## src/design/best_fit_allocator_coalescing_core_macros.svh

```systemverilog
// Assertion helpers shared by the allocator core.
`ifndef BEST_FIT_ALLOCATOR_COALESCING_CORE_MACROS_SVH
`define BEST_FIT_ALLOCATOR_COALESCING_CORE_MACROS_SVH

// Same-cycle implication.
`define BFAC_ASSERT_SAME(label, clk, rst, cond, expr, msg) \
   label: assert property (@(posedge clk) disable iff (rst) (cond) |-> (expr)) else $error(msg);

// Next-cycle implication.
`define BFAC_ASSERT_NEXT(label, clk, rst, cond, expr, msg) \
   label: assert property (@(posedge clk) disable iff (rst) (cond) |=> (expr)) else $error(msg);

`endif

```

## src/design/bfac_pkg.sv

```systemverilog
`timescale 1ns / 1ps

package bfac_pkg;

   localparam int PAGE_BYTES   = 4096;
   localparam int HEADER_BYTES = 24;
   localparam int FREE_DEPTH   = 64;
   localparam int LIVE_DEPTH   = 64;
   localparam int MAX_PAGES    = 256;
   localparam int ALIGN_BYTES  = 8;

   localparam int ADDR_W     = 20;
   localparam int PAGES_W    = 9;
   localparam int PAGE_SHIFT = $clog2(PAGE_BYTES);
   localparam int ALIGN_SH   = $clog2(ALIGN_BYTES);
   localparam int SUM_W      = $clog2(MAX_PAGES * PAGE_BYTES) + 2;
   localparam int FADDR_W    = $clog2(FREE_DEPTH);
   localparam int FCNT_W     = $clog2(FREE_DEPTH + 1);
   localparam int LADDR_W    = $clog2(LIVE_DEPTH);
   localparam int CSR_ADDR_W = 3;
   localparam int CSR_DATA_W = 32;

   localparam logic [CSR_ADDR_W-3:0] REG_REGION = '0;

   localparam logic REQ_ALLOC = 1'b0;
   localparam logic REQ_FREE  = 1'b1;

   typedef enum logic [1:0] {
      ST_OK       = 2'd0,
      ST_NO_SPACE = 2'd1,
      ST_UNKNOWN  = 2'd2,
      ST_FULL     = 2'd3
   } status_code_type;

   typedef struct packed {
      logic              req_type;
      logic [ADDR_W-1:0] alloc_bytes;
      logic [ADDR_W-1:0] block_offset;
      logic              coalesce;
   } bfac_req_type;

   typedef struct packed {
      status_code_type   status;
      logic [ADDR_W-1:0] payload_offset;
   } bfac_rsp_type;

   typedef struct packed {
      logic [ADDR_W-1:0] start;
      logic [ADDR_W-1:0] usable;
   } extent_type;

   typedef enum logic [4:0] {
      OP_NONE,
      OP_INIT,
      OP_LOAD,
      OP_LREAD,
      OP_LCHECK,
      OP_FCLEAR,
      OP_FREAD,
      OP_FCHECK,
      OP_REMOVE,
      OP_SPLIT,
      OP_DREAD,
      OP_DWRITE,
      OP_DEC,
      OP_LWRITE,
      OP_PREAD,
      OP_PCHECK,
      OP_PSET,
      OP_UREAD,
      OP_UWRITE,
      OP_INSERT,
      OP_MREAD0,
      OP_MFIRST,
      OP_MREAD,
      OP_MCHECK,
      OP_MEND,
      OP_DONE
   } dp_op_type;

   typedef struct packed {
      dp_op_type       op;
      status_code_type code;
   } dp_cmd_type;

   typedef struct packed {
      logic is_free;
      logic off_zero;
      logic live_hit;
      logic live_last;
      logic table_full;
      logic scan_more;
      logic found;
      logic exact;
      logic small_left;
      logic before_blk;
      logic up_more;
      logic coalesce;
      logic rsp_free;
   } dp_stat_type;

endpackage

```

## src/design/bfac_ctrl.sv

```systemverilog
`timescale 1ns / 1ps

module bfac_ctrl
   import bfac_pkg::*;
(
   input  logic        clock,
   input  logic        reset,
   input  logic        req_valid,
   input  logic        cfg_wr,
   input  dp_stat_type stat,
   output dp_cmd_type  cmd,
   output logic        busy
);

   typedef enum logic [4:0] {
      S_INIT, S_IDLE, S_LREAD, S_LCHECK, S_FSTART, S_FREAD, S_FCHECK, S_CHOOSE,
      S_DREAD, S_DWRITE, S_LWRITE, S_PSTART, S_PREAD, S_PCHECK, S_UREAD,
      S_UWRITE, S_MSTART, S_MFIRST, S_MREAD, S_MCHECK, S_DONE
   } state_type;

   state_type       state_ff, state_in;
   status_code_type code_ff, code_in;

   always_comb begin
      state_in = state_ff;
      code_in  = code_ff;
      cmd.op   = OP_NONE;
      cmd.code = code_ff;
      unique case (state_ff)
         S_INIT: begin
            cmd.op   = OP_INIT;
            state_in = S_IDLE;
         end
         S_IDLE: begin
            if (req_valid) begin
               cmd.op   = OP_LOAD;
               state_in = S_LREAD;
            end
         end
         S_LREAD: begin
            if (stat.is_free && stat.off_zero) begin
               code_in  = ST_OK;
               state_in = S_DONE;
            end else begin
               cmd.op   = OP_LREAD;
               state_in = S_LCHECK;
            end
         end
         S_LCHECK: begin
            cmd.op = OP_LCHECK;
            priority if (stat.live_hit && !stat.is_free) begin
               state_in = S_FSTART;
            end else if (stat.live_hit && stat.table_full) begin
               code_in  = ST_FULL;
               state_in = S_DONE;
            end else if (stat.live_hit) begin
               state_in = S_PSTART;
            end else if (stat.live_last) begin
               code_in  = stat.is_free ? ST_UNKNOWN : ST_FULL;
               state_in = S_DONE;
            end else begin
               state_in = S_LREAD;
            end
         end
         S_FSTART: begin
            cmd.op   = OP_FCLEAR;
            state_in = S_FREAD;
         end
         S_FREAD: begin
            priority if (stat.scan_more) begin
               cmd.op   = OP_FREAD;
               state_in = S_FCHECK;
            end else if (stat.found) begin
               state_in = S_CHOOSE;
            end else begin
               code_in  = ST_NO_SPACE;
               state_in = S_DONE;
            end
         end
         S_FCHECK: begin
            cmd.op   = OP_FCHECK;
            state_in = stat.exact ? S_CHOOSE : S_FREAD;
         end
         S_CHOOSE: begin
            if (stat.small_left) begin
               cmd.op   = OP_REMOVE;
               state_in = S_DREAD;
            end else begin
               cmd.op   = OP_SPLIT;
               state_in = S_LWRITE;
            end
         end
         S_DREAD: begin
            if (stat.scan_more) begin
               cmd.op   = OP_DREAD;
               state_in = S_DWRITE;
            end else begin
               cmd.op   = OP_DEC;
               state_in = S_LWRITE;
            end
         end
         S_DWRITE: begin
            cmd.op   = OP_DWRITE;
            state_in = S_DREAD;
         end
         S_LWRITE: begin
            cmd.op   = OP_LWRITE;
            code_in  = ST_OK;
            state_in = S_DONE;
         end
         S_PSTART: begin
            cmd.op   = OP_FCLEAR;
            state_in = S_PREAD;
         end
         S_PREAD: begin
            if (stat.scan_more) begin
               cmd.op   = OP_PREAD;
               state_in = S_PCHECK;
            end else begin
               cmd.op   = OP_PSET;
               state_in = S_UREAD;
            end
         end
         S_PCHECK: begin
            cmd.op   = OP_PCHECK;
            state_in = stat.before_blk ? S_PREAD : S_UREAD;
         end
         S_UREAD: begin
            priority if (stat.up_more) begin
               cmd.op   = OP_UREAD;
               state_in = S_UWRITE;
            end else if (stat.coalesce) begin
               cmd.op   = OP_INSERT;
               state_in = S_MSTART;
            end else begin
               cmd.op   = OP_INSERT;
               code_in  = ST_OK;
               state_in = S_DONE;
            end
         end
         S_UWRITE: begin
            cmd.op   = OP_UWRITE;
            state_in = S_UREAD;
         end
         S_MSTART: begin
            cmd.op   = OP_MREAD0;
            state_in = S_MFIRST;
         end
         S_MFIRST: begin
            cmd.op   = OP_MFIRST;
            state_in = S_MREAD;
         end
         S_MREAD: begin
            if (stat.scan_more) begin
               cmd.op   = OP_MREAD;
               state_in = S_MCHECK;
            end else begin
               cmd.op   = OP_MEND;
               code_in  = ST_OK;
               state_in = S_DONE;
            end
         end
         S_MCHECK: begin
            cmd.op   = OP_MCHECK;
            state_in = S_MREAD;
         end
         S_DONE: begin
            if (stat.rsp_free) begin
               cmd.op   = OP_DONE;
               state_in = S_IDLE;
            end
         end
         default: begin
            state_in = S_INIT;
         end
      endcase
      if (cfg_wr) begin
         cmd.op   = OP_NONE;
         state_in = S_INIT;
      end
   end

   always_ff @(posedge clock) begin
      if (reset) begin
         state_ff <= S_INIT;
         code_ff  <= ST_OK;
      end else begin
         state_ff <= state_in;
         code_ff  <= code_in;
      end
   end

   assign busy = (state_ff != S_IDLE);

endmodule

```

## config.mk

```make
export PLATFORM = sky130hd
export DESIGN_NAME = bfac_ctrl
export DESIGN_NICKNAME = d
export VERILOG_FILES = /design/src/design/best_fit_allocator_coalescing_core_macros.svh /design/src/design/bfac_pkg.sv /design/src/design/bfac_ctrl.sv
export SDC_FILE = /design/constraint.sdc
export NUM_CORES = 1
export LEC_CHECK = 0
export BUFFER_PORTS_ARGS = -buffer_cell sky130_fd_sc_hd__buf_4
export CAP_MARGIN = 5
export CORE_MARGIN = 5
export CORE_UTILIZATION = 58
export DETAILED_ROUTE_END_ITERATION = 10
export GPL_ROUTABILITY_DRIVEN = 0
export PLACE_DENSITY = 0.85
export SLEW_MARGIN = 20
export SYNTH_ARGS = -nofsm -noshare
export SYNTH_HDL_FRONTEND = slang
export SYNTH_SLANG_ARGS = --single-unit
```

## constraint.sdc

```tcl
create_clock -name clock -period 2.6 [get_ports clock]
set_input_delay 0.26 -clock clock [delete_from_list [all_inputs] [get_ports clock]]
set_output_delay 0.26 -clock clock [all_outputs]
set_load 0.02 [all_outputs]
```

## After elaboration in Yosys (flattened, before gate mapping)

Cells that the tools add are included.

| storage, ports and cells | value |
|---|---|
| input bits | 17 |
| flip-flop bits (word level) | 7 |
| word-level logic and storage cells | 86 |
| output and inout bits | 8 |

| operators by class | value |
|---|---|
| mux-type cells | 41 |
| equality and inequality tests | 32 |
| reduce and logical (&&, ||, !) cells | 11 |

Operators by type and width:

| operator | count |
|---|---|
| case mux 5 bit (20 select lines) | 2 |
| two-way mux 5 bit | 13 |
| == test 5 x 4 -> 1 bit (second input constant) | 8 |
| two-way mux 2 bit | 18 |
| == test 5 bit (second input constant) | 5 |
| == test 5 x 3 -> 1 bit (second input constant) | 4 |
| != test 2 bit (second input constant) | 9 |
| two-way mux 3 bit | 4 |
| case mux 2 bit (6 select lines) | 1 |
| == test 5 x 2 -> 1 bit (second input constant) | 2 |
| AND reduction 10 bit | 1 |
| != test 3 bit (second input constant) | 2 |
| nonzero test 6 bit | 1 |
| OR reduction 2 bit | 3 |
| == test 5 x 1 -> 1 bit (second input constant) | 1 |
| logical NOT 5 bit | 1 |
| != test 5 x 1 -> 1 bit (second input constant) | 1 |
| two-way mux 4 bit | 1 |
| logical AND 1 bit | 3 |
| two-way mux 1 bit | 2 |
| AND reduction 2 bit | 1 |
| logical NOT 1 bit | 1 |

## Depth between registers and ports, before layout

| logic depth | value |
|---|---|
| word-level depth | 6 |
| depth in mapped cells | 7 |
| mapped depth without buffers | 5 |

## Least setup slack after synthesis

Ideal clock, no wire load.

| timing | value |
|---|---|
| kind | reg2out |
| from | reg state_ff[3] |
| to | out cmd[6] (netlist name) |
| stages on the path, launching flop included | 6 |
| data arrival time | 1.459 ns |
| required time | 2.340 ns |
| setup slack | 0.881 ns |
| path buffers | 3 |
| cell sequence | dfxtp_1 -> buf_4 -> buf_2 -> buf_2 -> o32a_1 -> a21oi_1 |

RTL lines:

| what | line | RTL |
|---|---|---|
| start: declaration | bfac_ctrl.sv:21 | `state_type state_ff, state_in;` |
| start signal: assignment | bfac_ctrl.sv:188 | `state_ff <= state_in;` |
| end: declaration | bfac_ctrl.sv:11 | `output dp_cmd_type cmd,` |

==> results.cfg <==
[worst_hold_path]
worstHoldPathType = input pin to flip-flop
hp-start = reset
hold_depth = 2
whs_endpoint = code_ff[1]

[logic_synthesis]
yosys_register_bits = 7
netlist_top_cells_area = dfxtp_1, nor2_1, a21oi_1
muxShareOfSynthArea = 0
yosysWarnings = 0
netlist.area_leader.share = 0.129
yosys.area_share.simple = 0.341
synth-compound-area-share = 0.432
synth_cell_types = 50
syn_area_mm2 = 0.00109
syn_area_per_cell_um2 = 6.49
synth_cells = 168
yosys.area.top_type = dfxtp_1
yosysSeqAreaShare = 0.129
synth_ff_type = dfxtp_1
synthArstFlopShare = 0
synthesis.nets = 185
synth_edf_count = 0
yosys.area_share.adder = 0
synth-xor-area-share = 0
synth_top_family_by_area = compound AO/OA/AOI/OAI gates

[detailed_routing]
drt_wl_total_um = 3390
vias_per_cell = 6.59
final_antenna_net_count = 0
drc = 0
drtIter0Drc = 82
vias = 1404
drt_pass1_iterations = 4
wl_per_cell_um = 15.9

[worst_setup_path]
reg2reg_to = code_ff[0]
critPathLaunchType = flip-flop
worstSetupPathType = flip-flop to primary output
cp-end-kind = primary output
timing.rr.start = state_ff[1]
arrival_ns = 2.15
startpoint = state_ff[1]
rrSetupSlack_ns = 0.53
worstPathMaxFanout = 19
ff2ff_path_depth = 5
critPathRequiredTime_ns = 2.34

[placement]
dp_slack_ns = 0.552
port-buffer-count = 24
dp_hpwl_um = 2570
placed_cells = 209

[finish]
drive_gt1_frac = 0.202
final_cells = 213
nets = 206
area_growth_pct = 17.5
multi_input_area_um2 = 842
regArea_um2 = 140
fin_util = 0.726
n_antenna_cell = 0
final_common_cell = buf_4
layout_common_cells = buf_4, nor2_1, nand2_1, a21oi_1, o21ai_0
fill_cells = 166

[clocking]
clk_path_buf_depth = 2
cts_root_buffer = clkbuf_4
clk_latency_ns = 0.25
cts.sink_count = 7
htreeDepth = 1
cts_tree = yes
postCtsSetupBuffers = 0
holdBufCountCts = 0
numCtsBuffers = 3
clk_pin_slew_worst_paths_ns = 0.05
cts_resized = 0

[sta]
timing_max_transition_violations_final = 0
setup_viol = 0
period_share = 0.926
period_needed_ns = 2.41
grt_setup_unrepaired = no
worstMarginPinSlew_ns = 0.653
hold_violations = 0
fin_skew_ns = 0.00406
max_slew_margin = 0.564
fin_tns_setup_ns = 0
fin_ws_ns = 0.192
fmax_mhz = 415

[floorplan]
start_util = 0.618
die_x_um = 53.3
num_rows = 15
die-area_mm2 = 0.00285
core_mm2 = 0.00176
pin_count = 25
die_h_um = 53.3

[global_route]
grt_max_degree = 22
antenna_found_initial = 0
grt_pass1_vias = 1267
overflow = 0
grt_pass1_wl_um = 5540
grt_usage = 0.254

[pwr]
p_per_area_mw_per_mm2 = 260
p_leak_nw = 0.506
max-vdd-ir-drop_uv = 340

[status]
status = finished clean

[flow_run]
drv_cap = 0
[worst max-delay path, stage by stage (launching register included)]
cell	delay, ns
dfxtp_1	0.50
nor2b_1	0.54
nand3_2	0.29
o22ai_1	0.23
a211oi_1	0.07
nor2_1	0.12
buf_4	0.16
[layout make-up]
| cell class | instances | area share |
|---|---|---|
| Timing Repair Buffer | 30 | 0.176 |
| Clock buffer | 4 | 0.0205 |
| Tap cell | 25 | 0.0244 |
| Multi-Input combinational cell | 143 | 0.658 |
| Inverter | 4 | 0.0117 |
| Sequential cell | 7 | 0.109 |
[cells by family (layout without fill, tap and decap cells)]
logic type      Yosys count  after routing
compound gates           69             69
simple gates             74             74
flops                     7              7
buf+inv                  18             38
[metal layers]
layer | share of wire | GRT usage | vias to the layer above
li1 | - | - | 664
met1 | 0.40 | 0.313 | 630
met2 | 0.46 | 0.429 | 97
met3 | 0.12 | 0.0620 | 13
met4 | 0.021 | 0.0766 | 0
met5 | 0 | 0 | -
[flip-flops by register name, summed over array words and instances (netlist names)]
register,count
state_ff,5
code_ff,2
[worst max path at each step]
stage | depth (start not counted) | end
6_report | 6 | cmd[3]
5_1_grt | 6 | cmd[3]
4_1_cts | 6 | cmd[3]
3_5_place_dp | 6 | cmd[3]
3_3_place_gp | 6 | cmd[3]
2_1_floorplan | 5 | cmd[6]
[synth_stat cells (2+ instances only)]
cell type / instances
o311ai_0: 2
nand2_1: 15
a211oi_1: 4
nand2b_1: 3
and3b_1: 2
clkbuf_1: 2
and2_1: 2
o21ai_0: 11
buf_4: 5
nor2b_1: 7
a21oi_1: 15
a31oi_1: 4
buf_6: 2
nor2_1: 28
o31a_1: 2
nor3_1: 4
or2b_1: 2
buf_2: 5
o21ai_1: 3
nand3_1: 4
inv_1: 4
o22ai_1: 5
a21boi_0: 2
a21o_1: 3
dfxtp_1: 7
[power by group]
part	total [mW]	leakage, nW	switching [mW]	internal (mW)
Sequential	0.115	0.0567	0.00495	0.110
Clock	0.0963	0.0150	0.0378	0.0584
Combinational	0.121	0.435	0.0697	0.0512
[metrics by stage]
step | hold WS, ns | power, mW | cell area, µm²
3_5_place_dp | 0.447 | 0.235 | 1250
5_1_grt | 0.194 | 0.357 | 1280
2_1_floorplan | 0.329 | 0.191 | 1090
6_report | 0.194 | 0.333 | 1280
4_1_cts | 0.188 | 0.333 | 1280
3_3_place_gp | 0.443 | 0.232 | 1250
Note: power is estimated with default switching activity, not from simulation.
